## src/sv/clsl_pkg.sv

```systemverilog
// ----------------------------------------------------------------------------
// clsl_pkg: shared types, constants and byte classification
// Lexer modes, token roles, result record and the per-byte classify function.
// ----------------------------------------------------------------------------
package clsl_pkg;

  localparam int MAX_SOURCE_BYTES = 131072;
  localparam int OFF_W  = 17;
  localparam int LINE_W = 18;
  localparam int CNT_W  = 18;
  localparam logic [LINE_W-1:0] LINE_CAP = LINE_W'(131072);
  localparam logic [CNT_W-1:0]  SRC_CAP  = CNT_W'(MAX_SOURCE_BYTES);
  localparam logic [CNT_W-1:0]  SRC_LAST = CNT_W'(MAX_SOURCE_BYTES - 1);

  // result queue
  localparam int QDEPTH = 4;
  localparam int QPTR_W = $clog2(QDEPTH);
  localparam int QCNT_W = $clog2(QDEPTH + 1);

  // characters of interest
  localparam logic [7:0] CH_SLASH = 8'h2f;
  localparam logic [7:0] CH_STAR  = 8'h2a;
  localparam logic [7:0] CH_USCORE = 8'h5f;
  localparam logic [7:0] CH_NL    = 8'h0a;
  localparam logic [7:0] CH_BSLASH = 8'h5c;
  localparam logic [7:0] CH_QUOTE = 8'h22;

  // token roles
  localparam logic [3:0] ROLE_SKIP        = 4'd0;
  localparam logic [3:0] ROLE_IDENT_START = 4'd1;
  localparam logic [3:0] ROLE_IDENT_CONT  = 4'd2;
  localparam logic [3:0] ROLE_INT_START   = 4'd3;
  localparam logic [3:0] ROLE_INT_CONT    = 4'd4;
  localparam logic [3:0] ROLE_OPEN_QUOTE  = 4'd5;
  localparam logic [3:0] ROLE_STR_CHAR    = 4'd6;
  localparam logic [3:0] ROLE_ESCAPE      = 4'd7;
  localparam logic [3:0] ROLE_CLOSE_QUOTE = 4'd8;
  localparam logic [3:0] ROLE_MARK        = 4'd9;

  // status codes
  localparam logic [1:0] ST_OK       = 2'd0;
  localparam logic [1:0] ST_OPEN_CMT = 2'd1;
  localparam logic [1:0] ST_OPEN_STR = 2'd2;
  localparam logic [1:0] ST_TOO_LONG = 2'd3;

  typedef enum logic [3:0] {
    M_IDLE      = 4'd0,
    M_IDENT     = 4'd1,
    M_INT       = 4'd2,
    M_STR       = 4'd3,
    M_STR_ESC   = 4'd4,
    M_LINE      = 4'd5,
    M_BLK_OPEN  = 4'd6,
    M_BLK       = 4'd7,
    M_BLK_CLOSE = 4'd8
  } mode_t;

  typedef struct packed {
    logic [OFF_W-1:0]  byte_offset;
    logic [3:0]        role;
    logic [7:0]        text_byte;
    logic [LINE_W-1:0] token_line;
    logic [1:0]        status;
    logic              last_result;
  } res_t;

  // results handed from the lexer to the queue
  typedef struct packed {
    logic [1:0] n;
    res_t       r0;
    res_t       r1;
  } push_t;

  // classification of one byte plus the lexer state it leaves
  typedef struct packed {
    logic [3:0]        role;
    logic [7:0]        text_byte;
    logic [LINE_W-1:0] token_line;
    mode_t             mode;
    logic [LINE_W-1:0] line;
    logic [LINE_W-1:0] start;
  } cls_t;

  function automatic logic is_space(logic [7:0] c);
    return (c == 8'h20) || (c >= 8'h09 && c <= 8'h0d);
  endfunction

  function automatic logic is_digit(logic [7:0] c);
    return c >= 8'h30 && c <= 8'h39;
  endfunction

  function automatic logic is_alpha(logic [7:0] c);
    logic [7:0] l;
    l = c | 8'h20;
    return l >= 8'h61 && l <= 8'h7a;
  endfunction

  function automatic logic is_ident_start(logic [7:0] c);
    return is_alpha(c) || (c == CH_USCORE);
  endfunction

  function automatic logic is_ident_part(logic [7:0] c);
    return is_ident_start(c) || is_digit(c);
  endfunction

  function automatic logic [LINE_W-1:0] bump(logic [LINE_W-1:0] l);
    return (l < LINE_CAP) ? l + LINE_W'(1) : l;
  endfunction

  function automatic cls_t classify(mode_t m, logic [7:0] c, logic has_next,
                                    logic [7:0] nxt, logic [LINE_W-1:0] line,
                                    logic [LINE_W-1:0] start);
    cls_t r;
    logic idle;
    r.role       = ROLE_SKIP;
    r.text_byte  = 8'd0;
    r.token_line = line;
    r.mode       = m;
    r.line       = line;
    r.start      = start;
    idle         = 1'b0;
    case (m)
      M_IDENT: begin
        if (is_ident_part(c)) begin
          r.role = ROLE_IDENT_CONT; r.text_byte = c; r.token_line = start;
        end else begin
          r.mode = M_IDLE; idle = 1'b1;
        end
      end
      M_INT: begin
        if (is_digit(c)) begin
          r.role = ROLE_INT_CONT; r.text_byte = c; r.token_line = start;
        end else begin
          r.mode = M_IDLE; idle = 1'b1;
        end
      end
      M_STR: begin
        r.token_line = start;
        if (c == CH_QUOTE) begin
          r.role = ROLE_CLOSE_QUOTE; r.mode = M_IDLE;
        end else if (c == CH_BSLASH && has_next) begin
          r.role = ROLE_ESCAPE; r.mode = M_STR_ESC;
        end else begin
          r.role = ROLE_STR_CHAR; r.text_byte = c;
          if (c == CH_NL) r.line = bump(line);
        end
      end
      M_STR_ESC: begin
        r.token_line = start;
        r.role = ROLE_STR_CHAR; r.text_byte = c; r.mode = M_STR;
      end
      M_LINE: begin
        if (c == CH_NL) begin
          r.mode = M_IDLE; idle = 1'b1;
        end
      end
      M_BLK_OPEN: r.mode = M_BLK;
      M_BLK: begin
        if (c == CH_NL) r.line = bump(line);
        if (c == CH_STAR && has_next && nxt == CH_SLASH) r.mode = M_BLK_CLOSE;
      end
      M_BLK_CLOSE: r.mode = M_IDLE;
      default: begin
        r.mode = M_IDLE; idle = 1'b1;
      end
    endcase
    // between tokens
    if (idle) begin
      if (is_space(c)) begin
        if (c == CH_NL) r.line = bump(r.line);
      end else if (c == CH_SLASH && has_next && nxt == CH_SLASH) begin
        r.mode = M_LINE;
      end else if (c == CH_SLASH && has_next && nxt == CH_STAR) begin
        r.mode = M_BLK_OPEN;
      end else begin
        r.start      = r.line;
        r.token_line = r.line;
        if (is_ident_start(c)) begin
          r.role = ROLE_IDENT_START; r.text_byte = c; r.mode = M_IDENT;
        end else if (is_digit(c)) begin
          r.role = ROLE_INT_START; r.text_byte = c; r.mode = M_INT;
        end else if (c == CH_QUOTE) begin
          r.role = ROLE_OPEN_QUOTE; r.mode = M_STR;
        end else begin
          r.role = ROLE_MARK; r.text_byte = c;
        end
      end
    end
    return r;
  endfunction

endpackage

```

## src/sv/c_like_script_lexer.sv

```systemverilog
// ----------------------------------------------------------------------------
// c_like_script_lexer: streaming lexer for a small C-like script language
// Labels each source byte with its role in the token stream, one result per
// byte, delayed by one byte of lookahead.
// ----------------------------------------------------------------------------
// Path: a byte's result is pushed once the next byte's transaction leaves the
//   input register, then passes the result queue; the final transaction gives two results.
// Throughput: one byte per cycle while the queue has room; the queue drains one
//   result per cycle while m_tready is high, so a final byte's two results leave in turn.
// Reset: rst clears lexer state and queue; no clearing pass is needed.
module c_like_script_lexer (
  input  logic        clk,
  input  logic        rst,
  input  logic        s_tvalid,
  output logic        s_tready,
  input  logic [7:0]  s_tdata,   // [7:0] source_byte
  input  logic        s_tlast,   // end_of_source
  output logic        m_tvalid,
  input  logic        m_tready,
  output logic [55:0] m_tdata,   // [16:0] byte_offset, [20:17] role,
                                 // [28:21] text_byte, [46:29] token_line,
                                 // [48:47] status, [55:49] zero
  output logic        m_tlast    // last_result
);
  import clsl_pkg::*;

  push_t push;
  logic  room;
  res_t  res;

  // byte classification and lexer state
  clsl_lex u_lex (
    .clk      (clk),
    .rst      (rst),
    .in_valid (s_tvalid),
    .in_ready (s_tready),
    .in_byte  (s_tdata),
    .in_end   (s_tlast),
    .room     (room),
    .push     (push)
  );

  // result queue
  clsl_outq u_outq (
    .clk       (clk),
    .rst       (rst),
    .push      (push),
    .room      (room),
    .out_valid (m_tvalid),
    .out_ready (m_tready),
    .out_res   (res)
  );

  // output packing
  assign m_tdata = {7'd0, res.status, res.token_line, res.text_byte, res.role,
                    res.byte_offset};
  assign m_tlast = res.last_result;

endmodule

```

## src/sv/clsl_lex.sv

```systemverilog
// ----------------------------------------------------------------------------
// clsl_lex: input register and lexer state
// Holds one byte of lookahead, classifies bytes and hands up to two results
// per transaction to the result queue.
// ----------------------------------------------------------------------------
module clsl_lex (
  input  logic                clk,
  input  logic                rst,
  input  logic                in_valid,
  output logic                in_ready,
  input  logic [7:0]          in_byte,
  input  logic                in_end,
  input  logic                room,
  output clsl_pkg::push_t     push
);
  import clsl_pkg::*;

  // input register
  logic       iv;
  logic [7:0] ib;
  logic       il;
  logic       adv;

  // lexer state
  mode_t             mode, mode_next;
  logic [7:0]        held_byte, held_byte_next;
  logic              held_valid, held_valid_next;
  logic [CNT_W-1:0]  byte_cnt, byte_cnt_next;
  logic [LINE_W-1:0] line_cnt, line_cnt_next;
  logic [LINE_W-1:0] start_line, start_line_next;

  cls_t              c1, c2;
  mode_t             mode_a;
  logic [LINE_W-1:0] line_a, start_a;
  logic [CNT_W-1:0]  held_off, cur_off, cnt_inc;
  logic [1:0]        status;
  res_t              res1, res2;

  assign adv      = iv && room;
  assign in_ready = !iv || adv;

  // input register load
  always_ff @(posedge clk) begin
    if (rst) begin
      iv <= 1'b0;
    end else if (in_valid && in_ready) begin
      iv <= 1'b1;
    end else if (adv) begin
      iv <= 1'b0;
    end
  end

  always_ff @(posedge clk) begin
    if (in_valid && in_ready) begin
      ib <= in_byte;
      il <= in_end;
    end
  end

  // classify held byte with lookahead, then the current byte if it is final
  always_comb begin
    c1      = classify(mode, held_byte, 1'b1, ib, line_cnt, start_line);
    mode_a  = held_valid ? c1.mode : mode;
    line_a  = held_valid ? c1.line : line_cnt;
    start_a = held_valid ? c1.start : start_line;
    c2      = classify(mode_a, ib, 1'b0, 8'd0, line_a, start_a);

    held_off = byte_cnt - CNT_W'(1);
    if (held_off > SRC_LAST) held_off = SRC_LAST;
    cur_off = (byte_cnt < SRC_LAST) ? byte_cnt : SRC_LAST;
    cnt_inc = (byte_cnt <= SRC_CAP) ? byte_cnt + CNT_W'(1) : byte_cnt;

    if (cnt_inc > SRC_CAP) begin
      status = ST_TOO_LONG;
    end else if (c2.mode inside {M_BLK_OPEN, M_BLK, M_BLK_CLOSE}) begin
      status = ST_OPEN_CMT;
    end else if (c2.mode inside {M_STR, M_STR_ESC}) begin
      status = ST_OPEN_STR;
    end else begin
      status = ST_OK;
    end

    res1.byte_offset = held_off[OFF_W-1:0];
    res1.role        = c1.role;
    res1.text_byte   = c1.text_byte;
    res1.token_line  = c1.token_line;
    res1.status      = ST_OK;
    res1.last_result = 1'b0;

    res2.byte_offset = cur_off[OFF_W-1:0];
    res2.role        = c2.role;
    res2.text_byte   = c2.text_byte;
    res2.token_line  = c2.token_line;
    res2.status      = status;
    res2.last_result = 1'b1;

    push.n  = adv ? ({1'b0, held_valid} + {1'b0, il}) : 2'd0;
    push.r0 = held_valid ? res1 : res2;
    push.r1 = res2;
  end

  // state update
  always_comb begin
    mode_next       = mode;
    held_byte_next  = held_byte;
    held_valid_next = held_valid;
    byte_cnt_next   = byte_cnt;
    line_cnt_next   = line_cnt;
    start_line_next = start_line;
    if (adv) begin
      if (il) begin
        mode_next       = M_IDLE;
        held_byte_next  = 8'd0;
        held_valid_next = 1'b0;
        byte_cnt_next   = '0;
        line_cnt_next   = LINE_W'(1);
        start_line_next = LINE_W'(1);
      end else begin
        mode_next       = mode_a;
        held_byte_next  = ib;
        held_valid_next = 1'b1;
        byte_cnt_next   = cnt_inc;
        line_cnt_next   = line_a;
        start_line_next = start_a;
      end
    end
  end

  always_ff @(posedge clk) begin
    if (rst) begin
      mode       <= M_IDLE;
      held_byte  <= 8'd0;
      held_valid <= 1'b0;
      byte_cnt   <= '0;
      line_cnt   <= LINE_W'(1);
      start_line <= LINE_W'(1);
    end else begin
      mode       <= mode_next;
      held_byte  <= held_byte_next;
      held_valid <= held_valid_next;
      byte_cnt   <= byte_cnt_next;
      line_cnt   <= line_cnt_next;
      start_line <= start_line_next;
    end
  end

  // a final byte always leaves the lexer with nothing held
  a_end_clears: assert property (@(posedge clk) disable iff (rst)
    (adv && il) |=> (!held_valid && byte_cnt == '0))
    else $error("lexer state not cleared after final byte");

  // a held byte means at least one byte was counted
  a_held_cnt: assert property (@(posedge clk) disable iff (rst)
    held_valid |-> (byte_cnt != '0))
    else $error("held byte without byte count");

endmodule

```

## src/sv/clsl_outq.sv

```systemverilog
// ----------------------------------------------------------------------------
// clsl_outq: result queue
// Four-entry queue taking up to two results per cycle while it has room and giving one while out_ready is high.
// ----------------------------------------------------------------------------
module clsl_outq (
  input  logic            clk,
  input  logic            rst,
  input  clsl_pkg::push_t push,
  output logic            room,
  output logic            out_valid,
  input  logic            out_ready,
  output clsl_pkg::res_t  out_res
);
  import clsl_pkg::*;

  res_t              q [QDEPTH];
  logic [QPTR_W-1:0] wp, rp;
  logic [QCNT_W-1:0] cnt, cnt_next;
  logic              pop;
  logic [QPTR_W-1:0] wp1;

  assign room      = cnt <= QCNT_W'(QDEPTH - 2);
  assign out_valid = cnt != '0;
  assign out_res   = q[rp];
  assign pop       = out_valid && out_ready;
  assign wp1       = wp + QPTR_W'(1);
  assign cnt_next  = cnt + QCNT_W'(push.n) - QCNT_W'(pop);

  // entry writes
  always_ff @(posedge clk) begin
    if (push.n != 2'd0) q[wp] <= push.r0;
    if (push.n == 2'd2) q[wp1] <= push.r1;
  end

  // pointers and fill count
  always_ff @(posedge clk) begin
    if (rst) begin
      wp  <= '0;
      rp  <= '0;
      cnt <= '0;
    end else begin
      wp  <= wp + QPTR_W'(push.n);
      rp  <= rp + QPTR_W'(pop);
      cnt <= cnt_next;
    end
  end

  a_no_overflow: assert property (@(posedge clk) disable iff (rst)
    (push.n != 2'd0) |-> room)
    else $error("result pushed without room");

  a_cnt_bound: assert property (@(posedge clk) disable iff (rst)
    cnt <= QCNT_W'(QDEPTH))
    else $error("queue count out of range");

  a_ptr_gap: assert property (@(posedge clk) disable iff (rst)
    (wp - rp) == cnt[QPTR_W-1:0])
    else $error("queue pointers disagree with count");

endmodule
```

## config.mk

```make
export PLATFORM = sky130hd
export DESIGN_NAME = c_like_script_lexer
export DESIGN_NICKNAME = d
export VERILOG_FILES = /design/src/sv/clsl_pkg.sv /design/src/sv/c_like_script_lexer.sv /design/src/sv/clsl_lex.sv /design/src/sv/clsl_outq.sv
export SDC_FILE = /design/constraint.sdc
export NUM_CORES = 1
export LEC_CHECK = 0
export BUFFER_PORTS_ARGS = -buffer_cell sky130_fd_sc_hd__buf_2
export CORE_ASPECT_RATIO = 1.4
export CORE_MARGIN = 4
export CORE_UTILIZATION = 29
export DETAILED_ROUTE_END_ITERATION = 12
export MAX_ROUTING_LAYER = met4
export PLACE_DENSITY_LB_ADDON = 0.2
export SKIP_CTS_REPAIR_TIMING = 1
export SLEW_MARGIN = 20
export SYNTH_ARGS = -nofsm -noshare
export SYNTH_HDL_FRONTEND = slang
export SYNTH_SLANG_ARGS = --single-unit
export TNS_END_PERCENT = 30
```

## constraint.sdc

```tcl
create_clock -name clk -period 3.5 [get_ports clk]
set_clock_uncertainty 0.05 [all_clocks]
set_input_delay 0.35 -clock clk [delete_from_list [all_inputs] [get_ports clk]]
set_output_delay 0.35 -clock clk [all_outputs]
set_load 0.03 [all_outputs]
```

==> impl_metrics.env <==
export IMPL_status="finished with violations"
export IMPL_violations="negative setup slack"
export IMPL_antenna_found_initial=0
export IMPL_final_max_slew_viol_count=0
export IMPL_holdPathStages=4
export IMPL_areaGrowthSynthToFinish_pct=30.7
export IMPL_setup_tns_final_ns=-17.51
export IMPL_fillers=5478
export IMPL_dpl_hpwl_microns=42200
export IMPL_drtPass1Iterations=5
export IMPL_p_leak_nw=7.23
export IMPL_cts_tree="done"
export IMPL_first_iter_violations=812
export IMPL_async_flop_share_pct=0
export IMPL_tightest_slew_ns=0.943
export IMPL_fin_area_sq_um=21200
export IMPL_fin_crit_sh_pct=107
export IMPL_overflow=0
export IMPL_setup_violations=116
export IMPL_num_vias=14200
export IMPL_die_h_microns=288
export IMPL_clockRootBuffer="clkbuf_16"
export IMPL_synth_enable_flop_cells=205
export IMPL_critPathMaxFanout=8
export IMPL_startpoint_type="flip-flop"
export IMPL_fin_cells=2555
export IMPL_synth_top_cell_by_area="edfxtp_1"
export IMPL_diodes=0
export IMPL_layout_setup_ws_ns=-0.254
export IMPL_syn_mean_instance_area_sq_um=10.4
export IMPL_drv_cap=0
export IMPL_p_total_mw=9.65
export IMPL_p_per_area_nw_per_um2=454
export IMPL_cts_buffer_depth=3
export IMPL_vdd_drop_max_mv=0.368
export IMPL_synthFlopType="edfxtp_1"
export IMPL_synth_seq_cells=284
export IMPL_worst_hold_slack_ns=0.225
export IMPL_drt_total_wl_microns=60000
export IMPL_rsz0062_at_grt="yes"
export IMPL_relSlewSlack_pct=37.1
export IMPL_dp_cells=2474
export IMPL_clk_latency_ns=0.58
export IMPL_layout_min_cycle_time_ns=3.75
export IMPL_synth_warnings=0
export IMPL_post_place_ws_ns=-0.442
export IMPL_clkTransAtPathRegs_ns=0.07
export IMPL_drc_errors=0
export IMPL_layout_drive_gt1_share_pct=35.6
export IMPL_cp_arrival_ns=4.12
export IMPL_syn_cell_area_sq_um=16200
export IMPL_synthCells=1555
export IMPL_wl_per_cell_microns=23.5
export IMPL_rows=102
export IMPL_hold_violations=0
export IMPL_postRouteAntennaNets=0
export IMPL_gp_congestion=0.889
export IMPL_dieArea_sq_um=59900
export IMPL_yosysMostFrequentCell="edfxtp_1"
export IMPL_worst_ep_required_time_ns=3.87
export IMPL_ys_top_cells_by_area="edfxtp_1 (38%), dfxtp_1 (9.7%), mux4_2 (6.9%)"
export IMPL_die_w_microns=208
export IMPL_post_dp_cell_area_sq_um=19200
export IMPL_final_nets=1830
export IMPL_grt_pass1_vias=14400
export IMPL_cts_buffers=29
export IMPL_htree_levels=1
export IMPL_cts_sinks=284
export IMPL_vias_per_cell=5.54
export IMPL_crit_type="reg2reg"
export IMPL_hold_class="in2reg"
export IMPL_start_util_pct=29.3
export IMPL_synth_top_area_share_pct=37.9
export IMPL_grtUsageTotal_pct=19.6
export IMPL_cp_end_kind="flip-flop"
export IMPL_rr_worst_depth=16
export IMPL_synth_common_cells="edfxtp_1 (205), nor2_1 (172), o22ai_1 (151), clkbuf_1 (128), nand2_1 (86)"
export IMPL_ys_types=85
export IMPL_portBuffers=64
export IMPL_max_freq_mhz=266
export IMPL_utilization_pct=38.3
export IMPL_seq_area_frac_synth_pct=47.6
export IMPL_grt_max_degree=76
export IMPL_ioPinCount=72
export IMPL_grt_pass1_wl_microns=89100
export IMPL_core_area_sq_um=55400
## cell families after synthesis
| logic type | synth area share (%) |
|---|---|
| and+or+nand+nor | 15.1 |
| AOI/OAI and AO/OA | 17.8 |
| DFF | 47.6 |
| buffers and inverters | 4.21 |
| muxes | 11.6 |
| xor gates and xnor gates | 2.64 |
| adders and majority gates | 0.971 |
| other | 0.0231 |
## routing by layer
metal | part of all wire [%] | vias to the layer above | GRT usage [%]
met5 | 0 | - | -
met4 | 4.4 | 0 | 7.59
met3 | 3.2 | 133 | 1.58
met2 | 55 | 389 | 37.1
met1 | 38 | 7096 | 21.3
li1 | - | 6535 | -
## registers in the layout, indices dropped and copies added (netlist names)
signal,flops
u_lex.iv,1
u_outq.rp,2
u_lex.byte_cnt,18
u_lex.held_valid,1
u_outq.cnt,3
u_outq.wp,2
u_lex.start_line,18
u_lex.mode,4
u_lex.il,1
u_lex.ib,8
u_lex.line_cnt,18
u_outq.q,200
u_lex.held_byte,8
## where the power goes
part | total (mW) | internal (mW) | switching, mW | leakage [nW]
combinational | 2.72 | 1.07 | 1.65 | 4.26
sequential | 3.85 | 3.72 | 0.130 | 2.54
clock | 3.08 | 1.69 | 1.39 | 0.439
## cell type report
type | instances | area, sq um | area share, %
sequential | 284 | 7750 | 36.5
clock inverter | 12 | 104 | 0.489
clock buffer | 41 | 811 | 3.82
tap | 728 | 911 | 4.29
timing repair buffer | 363 | 2850 | 13.4
multi-input combinational | 1110 | 8740 | 41.2
inverter | 17 | 63.8 | 0.301
## worst paths after layout
kind / startpoint / end / slack (ns)
setup / recovery: u_lex.held_byte[6] / u_outq.q[0][20] / -0.25
hold / removal: m_tready / u_outq.rp[0] / 0.22
setup reg to reg: u_lex.held_byte[6] / u_outq.q[0][20] / -0.25
hold reg to reg: u_outq.q[0][0] / u_outq.q[0][0] / 0.44
## critical path, stage by stage, from the launching register on
cell	delay, ns
dfxtp_2	0.34
buf_8	0.13
or4b_4	0.56
buf_6	0.14
nor4_4	0.17
buf_4	0.18
o31ai_2	0.07
a211oi_2	0.29
o21a_2	0.20
o31a_1	0.19
nor4_4	0.07
o21bai_4	0.21
buf_12	0.14
clkbuf_16	0.16
mux2_4	0.32
mux2_2	0.27
o22ai_1	0.12
## cells in the final DEF, fill, tap and decap left out, types with 10 or more instances in the layout
| cell type | count |
|---|---|
| a22oi_1 | 33 |
| nor2_1 | 158 |
| buf_4 | 252 |
| nor3_1 | 36 |
| nor4_1 | 12 |
| o21ai_0 | 43 |
| dfxtp_1 | 71 |
| mux2_2 | 25 |
| dlygate4sd3_1 | 10 |
| edfxtp_1 | 205 |
| ha_1 | 11 |
| o22ai_1 | 108 |
| mux2i_1 | 22 |
| xnor2_1 | 30 |
| nor2b_1 | 13 |
| mux4_2 | 50 |
| a22o_1 | 10 |
| xor2_1 | 18 |
| o21ai_1 | 14 |
| buf_6 | 23 |
| nand4_1 | 15 |
| buf_2 | 64 |
| mux2_4 | 14 |
| clkbuf_16 | 30 |
| and3_1 | 16 |
| nand2_1 | 76 |
| a31oi_1 | 13 |
| o22ai_2 | 43 |
| or3_1 | 16 |
| buf_12 | 12 |
| nand3_1 | 24 |
| a32o_1 | 20 |
| a21oi_1 | 66 |
| inv_1 | 16 |
No activity file was read; power rests on OpenSTA's default activity.
